`config.mk`:
```
export PLATFORM = sky130hd
export DESIGN_NAME = sync_header_deframer_crc16_check
export DESIGN_NICKNAME = d
export VERILOG_FILES = /design/src/rtl/sdf_pkg.sv /design/src/rtl/sdf_front.sv /design/src/rtl/sdf_queue.sv /design/src/rtl/sdf_back.sv /design/src/rtl/sync_header_deframer_crc16_check.sv
export SDC_FILE = /design/constraint.sdc
export NUM_CORES = 1
export LEC_CHECK = 0
export BUFFER_PORTS_ARGS = -buffer_cell sky130_fd_sc_hd__buf_2
export CORE_MARGIN = 3
export CORE_UTILIZATION = 40
export DETAILED_ROUTE_END_ITERATION = 12
export HOLD_SLACK_MARGIN = 0.02
export PLACE_DENSITY = 0.59
export SLEW_MARGIN = 20
export SYNTH_ARGS = -nofsm -noshare
export SYNTH_HDL_FRONTEND = slang
export SYNTH_HIERARCHICAL = 1
export SYNTH_SLANG_ARGS = --single-unit
export TNS_END_PERCENT = 10
```
`constraint.sdc`:
```
create_clock -name clk -period 7.11 [get_ports clk]
set_clock_uncertainty 0.1 [all_clocks]
set_input_delay 0 -clock clk [delete_from_list [all_inputs] [get_ports clk]]
set_output_delay 0 -clock clk [all_outputs]
set_load 0.05 [all_outputs]
```
`src/rtl/sdf_pkg.sv`:
```
// Shared types, codes, defaults and the CRC-16 byte step of the sync-header deframer.
package sdf_pkg;

  // Default sizes, handed down from the top level.
  localparam int MAX_HEADER_DEF = 8;
  localparam int MAX_HELD_DEF   = 32 * 1024;
  localparam int MIN_FRAME_DEF  = 9;

  // Fixed widths of the configuration registers.
  localparam int PATTERN_W = 64;
  localparam int HLEN_W    = 4;

  // Bytes from the header start to the first byte covered by the CRC, plus the
  // two CRC bytes held back in the history.
  localparam int CRC_LAG = 4;

  // Depth of the queue between front and back; a power of two.
  localparam int QUEUE_DEPTH = 2;

  // Configuration register indexes.
  localparam logic CFG_IDX_PATTERN = 1'b0;
  localparam logic CFG_IDX_LENGTH  = 1'b1;

  typedef enum logic [2:0] {
    ST_GOOD     = 3'd0,
    ST_BAD_CRC  = 3'd1,
    ST_SHORT    = 3'd2,
    ST_OVERFLOW = 3'd3,
    ST_RATE     = 3'd4
  } status_t;

  // One classified beat, front to back.
  typedef struct packed {
    logic        tick;      // one-second tick, no byte
    logic        hit;       // header pattern matches ending at this byte
    logic [7:0]  crc_byte;  // byte just before the two tail bytes, for the CRC
    logic [15:0] tail;      // last two bytes before the header window
  } sdf_item_t;

  // CRC-16, polynomial 0x1021, one byte per call.
  function automatic logic [15:0] crc16_byte(input logic [15:0] c, input logic [7:0] b);
    logic [15:0] x;
    x = {c[7:0], c[15:8]};
    x = x ^ {8'h00, b};
    x = x ^ {12'h000, x[7:4]};
    x = x ^ {x[3:0], 12'h000};
    x = x ^ {3'b000, x[7:0], 5'b00000};
    return x;
  endfunction

endpackage

```
`src/rtl/sdf_front.sv`:
```
// Front part: byte history, header compare and selection of CRC and tail bytes.
module sdf_front import sdf_pkg::*; #(
  parameter int MAX_HEADER = MAX_HEADER_DEF
) (
  input  logic                           clk,
  input  logic [$clog2(MAX_HEADER+1)-1:0] hl,
  input  logic [PATTERN_W-1:0]           header_pattern,
  input  logic                           in_valid,
  output logic                           in_ready,
  input  logic                           in_mode,
  input  logic [7:0]                     in_data_byte,
  output logic                           push_valid,
  input  logic                           push_ready,
  output sdf_item_t                      push_item
);

  localparam int HL_W  = $clog2(MAX_HEADER + 1);
  localparam int DLY   = MAX_HEADER + 2;
  localparam int DLY_W = $clog2(DLY);
  localparam int IDX_W = (MAX_HEADER > 1) ? $clog2(MAX_HEADER) : 1;

  logic [7:0]       hist_r [DLY];
  logic [7:0]       win    [MAX_HEADER];
  logic             hit;
  logic [DLY_W-1:0] hl_d;
  logic             take_byte;

  assign in_ready   = push_ready;
  assign push_valid = in_valid;
  assign take_byte  = in_valid && push_ready && !in_mode;

  // Window as it stands with the new byte shifted in, newest at index 0.
  always_comb begin
    win[0] = in_data_byte;
    for (int k = 1; k < MAX_HEADER; k++) begin
      win[k] = hist_r[k-1];
    end
  end

  // Header byte i lines up with window byte hl-1-i.
  always_comb begin
    logic [HL_W-1:0] kk;
    hit = 1'b1;
    for (int i = 0; i < MAX_HEADER; i++) begin
      kk = hl - HL_W'(i + 1);
      if (HL_W'(i) < hl) begin
        if (win[kk[IDX_W-1:0]] != header_pattern[8*i +: 8]) begin
          hit = 1'b0;
        end
      end
    end
  end

  assign hl_d = DLY_W'(hl);

  always_comb begin
    push_item.tick     = in_mode;
    push_item.hit      = hit;
    push_item.crc_byte = hist_r[hl_d + DLY_W'(1)];
    push_item.tail     = {hist_r[hl_d], hist_r[hl_d - DLY_W'(1)]};
  end

  // Advance the history on data beats only.
  always_ff @(posedge clk) begin
    if (take_byte) begin
      hist_r[0] <= in_data_byte;
      for (int j = 1; j < DLY; j++) begin
        hist_r[j] <= hist_r[j-1];
      end
    end
  end

endmodule

```
`src/rtl/sdf_queue.sv`:
```
// Short queue of classified beats between the front and back parts.
module sdf_queue import sdf_pkg::*; (
  input  logic      clk,
  input  logic      rst_n,
  input  logic      push_valid,
  output logic      push_ready,
  input  sdf_item_t push_item,
  output logic      pop_valid,
  input  logic      pop_ready,
  output sdf_item_t pop_item
);

  localparam int PTR_W = (QUEUE_DEPTH > 1) ? $clog2(QUEUE_DEPTH) : 1;
  localparam int CNT_W = $clog2(QUEUE_DEPTH + 1);

  sdf_item_t        slot_r [QUEUE_DEPTH];
  logic [PTR_W-1:0] wr_ptr_r, wr_ptr_nxt;
  logic [PTR_W-1:0] rd_ptr_r, rd_ptr_nxt;
  logic [CNT_W-1:0] count_r, count_nxt;
  logic             do_push, do_pop;

  assign push_ready = (count_r != CNT_W'(QUEUE_DEPTH));
  assign pop_valid  = (count_r != '0);
  assign pop_item   = slot_r[rd_ptr_r];
  assign do_push    = push_valid && push_ready;
  assign do_pop     = pop_valid && pop_ready;

  always_comb begin
    wr_ptr_nxt = do_push ? wr_ptr_r + PTR_W'(1) : wr_ptr_r;
    rd_ptr_nxt = do_pop  ? rd_ptr_r + PTR_W'(1) : rd_ptr_r;
    count_nxt  = count_r;
    if (do_push && !do_pop) begin
      count_nxt = count_r + CNT_W'(1);
    end else if (do_pop && !do_push) begin
      count_nxt = count_r - CNT_W'(1);
    end
  end

  always_ff @(posedge clk) begin
    if (!rst_n) begin
      wr_ptr_r <= '0;
      rd_ptr_r <= '0;
      count_r  <= '0;
    end else begin
      wr_ptr_r <= wr_ptr_nxt;
      rd_ptr_r <= rd_ptr_nxt;
      count_r  <= count_nxt;
    end
  end

  always_ff @(posedge clk) begin
    if (do_push) begin
      slot_r[wr_ptr_r] <= push_item;
    end
  end

endmodule

```
`src/rtl/sdf_back.sv`:
```
// Back part: frame tracking, CRC accumulation, good-frame count and result register.
module sdf_back import sdf_pkg::*; #(
  parameter int MAX_HEADER = MAX_HEADER_DEF,
  parameter int MAX_HELD   = MAX_HELD_DEF,
  parameter int MIN_FRAME  = MIN_FRAME_DEF
) (
  input  logic                            clk,
  input  logic                            rst_n,
  input  logic [$clog2(MAX_HEADER+1)-1:0] hl,
  input  logic                            pop_valid,
  output logic                            pop_ready,
  input  sdf_item_t                       pop_item,
  output logic                            out_valid,
  input  logic                            out_ready,
  output status_t                         out_status,
  output logic [15:0]                     out_frame_length,
  output logic [15:0]                     out_frames_per_second
);

  // Held count peaks at MAX_HELD + 2 before it is compared.
  localparam int CNT_W = $clog2(MAX_HELD + 3);

  logic             in_frame_r, in_frame_nxt;
  logic [CNT_W-1:0] held_r, held_nxt;
  logic [CNT_W-1:0] fcnt_r, fcnt_nxt;
  logic [15:0]      crc_r, crc_nxt;
  logic [15:0]      good_r, good_nxt;
  logic             out_valid_r, out_valid_nxt;
  status_t          out_status_r, out_status_nxt;
  logic [15:0]      out_len_r, out_len_nxt;
  logic [15:0]      out_fps_r, out_fps_nxt;

  logic             fire;
  logic [CNT_W-1:0] hl_c, held_inc, fcnt_inc, flen;
  logic [15:0]      crc_upd;
  logic             match;

  assign pop_ready = !out_valid_r || out_ready;
  assign fire      = pop_valid && pop_ready;

  always_comb begin
    hl_c     = CNT_W'(hl);
    held_inc = held_r + CNT_W'(1);
    fcnt_inc = in_frame_r ? fcnt_r + CNT_W'(1) : fcnt_r;
    crc_upd  = (in_frame_r && fcnt_inc >= hl_c + CNT_W'(CRC_LAG)) ?
               crc16_byte(crc_r, pop_item.crc_byte) : crc_r;
    match    = pop_item.hit && (held_inc >= hl_c);
    flen     = (fcnt_inc >= hl_c) ? fcnt_inc - hl_c : '0;

    in_frame_nxt   = in_frame_r;
    held_nxt       = held_r;
    fcnt_nxt       = fcnt_r;
    crc_nxt        = crc_r;
    good_nxt       = good_r;
    out_valid_nxt  = out_valid_r && !out_ready;
    out_status_nxt = out_status_r;
    out_len_nxt    = out_len_r;
    out_fps_nxt    = out_fps_r;

    if (fire) begin
      if (pop_item.tick) begin
        out_valid_nxt  = 1'b1;
        out_status_nxt = ST_RATE;
        out_len_nxt    = '0;
        out_fps_nxt    = good_r;
        good_nxt       = '0;
      end else if (match) begin
        if (in_frame_r) begin
          // Close the running frame at the start of the new header.
          out_valid_nxt = 1'b1;
          out_len_nxt   = 16'(flen);
          out_fps_nxt   = '0;
          if (flen < CNT_W'(MIN_FRAME)) begin
            out_status_nxt = ST_SHORT;
          end else if (crc_upd == pop_item.tail) begin
            out_status_nxt = ST_GOOD;
            if (good_r != 16'hffff) begin
              good_nxt = good_r + 16'd1;
            end
          end else begin
            out_status_nxt = ST_BAD_CRC;
          end
          held_nxt = hl_c;
        end else begin
          held_nxt = held_inc;
        end
        in_frame_nxt = 1'b1;
        fcnt_nxt     = hl_c;
        crc_nxt      = '0;
      end else if (held_inc > CNT_W'(MAX_HELD)) begin
        // Drop everything held.
        out_valid_nxt  = 1'b1;
        out_status_nxt = ST_OVERFLOW;
        out_len_nxt    = '0;
        out_fps_nxt    = '0;
        in_frame_nxt   = 1'b0;
        held_nxt       = '0;
        fcnt_nxt       = '0;
        crc_nxt        = '0;
      end else begin
        held_nxt = held_inc;
        fcnt_nxt = fcnt_inc;
        crc_nxt  = crc_upd;
      end
    end
  end

  always_ff @(posedge clk) begin
    if (!rst_n) begin
      in_frame_r  <= 1'b0;
      held_r      <= '0;
      fcnt_r      <= '0;
      crc_r       <= '0;
      good_r      <= '0;
      out_valid_r <= 1'b0;
    end else begin
      in_frame_r  <= in_frame_nxt;
      held_r      <= held_nxt;
      fcnt_r      <= fcnt_nxt;
      crc_r       <= crc_nxt;
      good_r      <= good_nxt;
      out_valid_r <= out_valid_nxt;
    end
  end

  always_ff @(posedge clk) begin
    out_status_r <= out_status_nxt;
    out_len_r    <= out_len_nxt;
    out_fps_r    <= out_fps_nxt;
  end

  assign out_valid             = out_valid_r;
  assign out_status            = out_status_r;
  assign out_frame_length      = out_len_r;
  assign out_frames_per_second = out_fps_r;

endmodule

```
`src/rtl/sync_header_deframer_crc16_check.sv`:
```
// Top level of the sync-header deframer with CRC-16 frame check.
//
// Takes one beat per cycle when in_ready is high: a serial byte (in_mode 0)
// or a one-second tick (in_mode 1), and gives at most one result beat for
// each. Every byte position is compared with a header of 1 to MAX_HEADER
// bytes (cfg register 0 holds the pattern, first header byte in bits 7..0;
// register 1 the length, where 0 acts as 1 and values above MAX_HEADER act
// as MAX_HEADER). A frame runs from one header start to the next; on close
// it is reported as good, bad CRC or too short (below MIN_FRAME bytes). The
// CRC is CRC-16 poly 0x1021, init 0, over the frame without its first byte
// and last two bytes, checked against those two bytes big-endian. When more
// than MAX_HELD bytes pile up with no frame close, the stream state is
// dropped and an overflow result is given. A tick reports and clears the
// saturating good-frame count. Throughput is one beat per clock, sustained
// while out_ready holds high: the front compares the header and picks the
// CRC and tail bytes in the accept cycle, and the back runs one byte-wide
// CRC step per cycle. When nothing stalls, out_valid rises at the clock edge
// after the one that accepts the beat; the two-entry queue and the output
// register let either side stall without a bubble. Write configuration only
// while no beat is in flight. No clearing pass follows reset.
module sync_header_deframer_crc16_check import sdf_pkg::*; #(
  parameter int MAX_HEADER = MAX_HEADER_DEF,
  parameter int MAX_HELD   = MAX_HELD_DEF,
  parameter int MIN_FRAME  = MIN_FRAME_DEF
) (
  input  logic                 clk,
  input  logic                 rst_n,
  // Input beats
  input  logic                 in_valid,
  output logic                 in_ready,
  input  logic                 in_mode,
  input  logic [7:0]           in_data_byte,
  // Result beats
  output logic                 out_valid,
  input  logic                 out_ready,
  output logic [2:0]           out_status,
  output logic [15:0]          out_frame_length,
  output logic [15:0]          out_frames_per_second,
  // Configuration writes
  input  logic                 cfg_wr_en,
  input  logic                 cfg_index,
  input  logic [PATTERN_W-1:0] cfg_wdata
);

  localparam int HL_W = $clog2(MAX_HEADER + 1);

  logic [PATTERN_W-1:0] pattern_r;
  logic [HLEN_W-1:0]    hlen_r;
  logic [HL_W-1:0]      hl;

  logic      push_valid, push_ready;
  sdf_item_t push_item;
  logic      pop_valid, pop_ready;
  sdf_item_t pop_item;
  status_t   status;

  // Hold the configuration; the header length resets to one byte.
  always_ff @(posedge clk) begin
    if (!rst_n) begin
      pattern_r <= '0;
      hlen_r    <= HLEN_W'(1);
    end else if (cfg_wr_en) begin
      case (cfg_index)
        CFG_IDX_PATTERN: pattern_r <= cfg_wdata;
        CFG_IDX_LENGTH:  hlen_r    <= cfg_wdata[HLEN_W-1:0];
        default: ;
      endcase
    end
  end

  // Clamp the header length into 1..MAX_HEADER.
  always_comb begin
    if (hlen_r == '0) begin
      hl = HL_W'(1);
    end else if (hlen_r > HLEN_W'(MAX_HEADER)) begin
      hl = HL_W'(MAX_HEADER);
    end else begin
      hl = HL_W'(hlen_r);
    end
  end

  // Front: accept the beat and classify it against the byte history.
  sdf_front #(
    .MAX_HEADER (MAX_HEADER)
  ) u_front (
    .clk            (clk),
    .hl             (hl),
    .header_pattern (pattern_r),
    .in_valid       (in_valid),
    .in_ready       (in_ready),
    .in_mode        (in_mode),
    .in_data_byte   (in_data_byte),
    .push_valid     (push_valid),
    .push_ready     (push_ready),
    .push_item      (push_item)
  );

  // Decouple the two sides.
  sdf_queue u_queue (
    .clk        (clk),
    .rst_n      (rst_n),
    .push_valid (push_valid),
    .push_ready (push_ready),
    .push_item  (push_item),
    .pop_valid  (pop_valid),
    .pop_ready  (pop_ready),
    .pop_item   (pop_item)
  );

  // Back: track frames, run the CRC and register the result.
  sdf_back #(
    .MAX_HEADER (MAX_HEADER),
    .MAX_HELD   (MAX_HELD),
    .MIN_FRAME  (MIN_FRAME)
  ) u_back (
    .clk                   (clk),
    .rst_n                 (rst_n),
    .hl                    (hl),
    .pop_valid             (pop_valid),
    .pop_ready             (pop_ready),
    .pop_item              (pop_item),
    .out_valid             (out_valid),
    .out_ready             (out_ready),
    .out_status            (status),
    .out_frame_length      (out_frame_length),
    .out_frames_per_second (out_frames_per_second)
  );

  assign out_status = status;

endmodule

```
==> impl_metrics.py <==
metrics = {
    "power_and_ir_drop": {
        "switchingPower_mw": 2.47,
        "p_int_mw": 4.19,
        "swShare": 0.370,
        "clkPwrFrac": 0.274,
        "ir_drop_uv": 167,
        "p_leak_nw": 8.28,
        "power_frac_seq": 0.353,
        "power_density_nw_per_um2": 296,
        "p_comb_frac": 0.373,
    },
    "detailed_routing": {
        "first_iter_violations": 1708,
        "route.detailed.drc": 0,
        "wl_per_cell_um": 22.2,
        "vias": 14700,
        "vias_per_cell": 5.93,
        "firstDrtPassIters": 6,
        "wl_um": 55100,
        "ant_nets": 0,
    },
    "logic_synthesis": {
        "synth.area.top_cells": "edfxtp_1, mux4_2, dfxtp_1",
        "ys_types": 83,
        "netlist_area_um2": 19600,
        "synth_compound_area_frac": 0.0794,
        "syn-num-nets": 1798,
        "synth-edff-count": 167,
        "synth-xor-area-share": 0.0887,
        "syn_inst": 1695,
        "synth_top_family_by_area": "multiplexers",
        "seq_area_frac_synth": 0.398,
        "synth.avg_cell_area_um2": 11.6,
        "ys_async_sr_fraction": 0,
        "yosysWarnings": 6,
        "synthAdderAreaFrac": 0.0157,
        "yosys.area.top_type": "edfxtp_1",
        "yosys.area_share.simple": 0.127,
        "yosysTopAreaCellShare": 0.256,
        "synth_mux_area_frac": 0.252,
        "synth-main-ff-cell": "edfxtp_1",
        "ys_ff_latch": 306,
    },
    "layout": {
        "syn_to_final_growth_pct": 14.9,
        "drive_above_1_share": 0.204,
        "post-route-util": 0.469,
        "stdcell_area_um2": 22500,
        "nNetsFinal": 1942,
        "fillers": 4354,
    },
    "place": {
        "dpl_cell_area_um2": 20500,
        "portBuffers": 115,
        "place.gp.congestion": 0.896,
        "dp_hpwl_um": 37500,
    },
    "sta": {
        "period_share": 0.709,
        "final_max_slew_viol_count": 0,
        "setup_tns_ns": 0,
        "max_slew_margin": 0.279,
        "max_clock_freq_mhz": 198,
        "finalSetupViolations": 0,
        "rsz0062_at_grt": "no",
        "finalCriticalPeriod_ns": 5.04,
        "tightest_slew_ns": 1.08,
        "finalHoldViolCount": 0,
    },
    "clocking": {
        "htreeDepth": 2,
        "cts_resized": 0,
        "clkSinkCount": 306,
        "cts_tree": "done",
        "clk_latency_ns": 0.55,
        "clock_path_buffers": 3,
        "cts_setup_buffers": 0,
        "cts_hold_buf": 90,
        "clock-root-buffer": "clkbuf_16",
        "cts_made_buffers": 36,
        "cts.clk_slew.worst_paths_ns": 0.06,
    },
    "worst_setup_path": {
        "reg2reg_from": "hlen_r[3]",
        "cp.arrival_ns": 5.32,
        "cp-end-kind": "flop",
        "startpoint": "hlen_r[3]",
        "slowest_stage": "ha_4",
        "required_ns": 7.39,
        "cp-start-kind": "flop",
        "crit_chain": "buf_4 -> nor2b_4 -> inv_1 -> ha_4 -> mux4_2 -> xnor2_1 -> nand4_1 -> nor4_2 -> a31oi_1 -> or3_1 -> a221oi_1 -> and4_1",
        "crit_fanout": 64,
        "max_stage_delay_ns": 1.04,
        "criticalPathCategory": "reg -> reg",
        "r2r.worst_path.cells": 12,
    },
    "global_routing": {
        "grt_use_total": 0.212,
        "grt_pass1_wl_um": 85000,
        "grt_use_met2": 0.340,
        "grt_pass1_vias": 14400,
        "grt_overflow_total": 0,
        "grt.busiest_layer": "met2",
        "use_met3": 0.0364,
        "grt_use_met1": 0.282,
        "grt_max_degree": 99,
        "antenna_found_initial": 0,
    },
    "floorplan": {
        "die_h_um": 227,
        "die-area_um2": 51700,
        "rows": 80,
        "dieWidth_um": 227,
        "start_util": 0.408,
        "io_pins": 116,
        "fp.coreArea_um2": 48000,
    },
    "run": {
        "cap_viol_max_count": 0,
    },
    "min_path": {
        "hold_depth": 4,
        "hp-start": "cfg_wdata[21]",
        "hold_path.class": "in -> reg",
    },
    "status": {
        "status": "finished, final reports clean",
    },
}
-- worst max-delay path, delay by kind of cell, from the launching register on --
kind                     cells  cell delay (ns)
flip-flops                   1             0.30
AND/OR/NAND/NOR              5             1.72
XOR/XNOR                     1             0.19
AO/OA/AOI/OAI                2             0.48
multiplexers                 1             0.47
buffers and inverters        2             0.54
adder cells (fa/ha/maj)      1             1.04
-- area by class of cell --
type                    count  area [um^2]  share of cell area
diodes                      1         2.50            0.000111
well taps                 615          769              0.0342
clock inverters            19          174             0.00772
repair buffers            222         1620              0.0719
flip-flops and latches    306         7800               0.346
multi-input cells        1252        11100               0.493
clock buffers              47          973              0.0432
inverters                  21         78.8             0.00350
-- through the flow --
step,worst slack [ns],power (mW),instances,hold WS [ns]
3_5_place_dp,2.08,4.82,2326,0.146
2_1_floorplan,2.32,4.24,1695,-0.00113
6_report,2.07,6.66,2483,0.145
5_1_grt,1.67,7.01,2482,0.149
4_1_cts,2.05,6.71,2482,0.115
3_3_place_gp,2.22,4.80,2326,0.137
-- placed cells by master, fill, tap and decap left out, drive strengths merged, types with 10 or more instances in the layout --
| master | Yosys | routed |
|---|---|---|
| mux2i | 163 | 163 |
| or4 | 16 | 16 |
| nand4 | 49 | 49 |
| dfxtp | 139 | 139 |
| xor2 | 62 | 62 |
| a22o | 18 | 18 |
| o21ai | 35 | 35 |
| nand2 | 196 | 196 |
| clkbuf | 41 | 47 |
| nor2 | 49 | 49 |
| nand3 | 41 | 41 |
| nand2b | 10 | 10 |
| edfxtp | 167 | 167 |
| nor4 | 21 | 21 |
| a211oi | 13 | 13 |
| o31ai | 15 | 15 |
| mux4 | 127 | 127 |
| ha | 23 | 23 |
| o22ai | 11 | 11 |
| and3 | 15 | 15 |
| xnor2 | 121 | 121 |
| nor2b | 10 | 10 |
| inv | 21 | 26 |
| dlygate4sd3 | 0 | 90 |
| buf | 75 | 132 |
| mux2 | 39 | 39 |
| or3 | 12 | 12 |
| and2 | 31 | 31 |
| nor3 | 27 | 27 |
| a21oi | 32 | 32 |
| a21boi | 11 | 11 |
-- cell usage after synthesis, types with 8 or more instances --
library cell	number
a22o_1	18
dfxtp_1	139
edfxtp_1	167
buf_12	8
mux4_2	124
nor2b_1	9
nand2_1	196
nor2_1	49
nand3_1	41
inv_1	19
clkbuf_1	41
buf_1	12
a21boi_0	10
and2_1	29
or4_1	16
a31oi_1	8
o22ai_1	11
o21ai_0	29
a21oi_1	32
ha_1	23
xnor2_1	121
mux2_2	39
o31ai_1	15
nand2b_1	9
a21o_1	8
nor4_1	19
or3_1	12
mux2i_1	163
a211oi_1	12
xor2_1	62
nor3_1	27
nand4_1	47
and3_1	15
buf_2	42
-- state kept, by name (all words and copies together), names as in the netlist, named ones only --
register                      count
u_back/in_frame_r                 1
u_queue/rd_ptr_r                  1
u_back/out_frames_per_second     16
u_back/held_r                    16
u_back/out_valid                  1
u_queue/wr_ptr_r                  1
u_back/crc_r                     16
u_back/out_frame_length          16
u_back/fcnt_r                    16
hlen_r                            4
u_queue/slot_r                   52
u_queue/count_r                   2
u_front/hist_r                   80
u_back/good_r                    16
pattern_r                        64
u_back/out_status                 3
-- metal layers --
layer  part of all wire  vias up
li1                   -     6748
met1               0.42     7179
met2               0.47      659
met3              0.071      149
met4              0.043        0
met5                  0        -
-- worst paths after layout --
kind / endpoint / slack, ns
worst min-delay path: pattern_r[21] / 0.15
worst max register to register: u_queue/slot_r[0][24] / 2.07
worst max-delay path: u_queue/slot_r[0][24] / 2.07
worst min register to register: pattern_r[63] / 0.37
-- kinds of logic after synthesis --
group | after synthesis
flip-flops | 306
AND/OR/NAND/NOR | 496
buffers and inverters | 137
AO/OA/AOI/OAI | 214
XOR/XNOR | 189
adder cells (fa/ha/maj) | 24
multiplexers | 329
-- power groups by stage --
stage / clock, mW / combinational, mW / sequential (mW)
2_1_floorplan: 0 / 1.70 / 2.54
3_3_place_gp: 0 / 2.42 / 2.38
3_5_place_dp: 0 / 2.44 / 2.39
4_1_cts: 1.87 / 2.49 / 2.35
5_1_grt: 1.94 / 2.69 / 2.38
6_report: 1.82 / 2.48 / 2.35
Note: power is estimated with default switching activity, not from simulation.
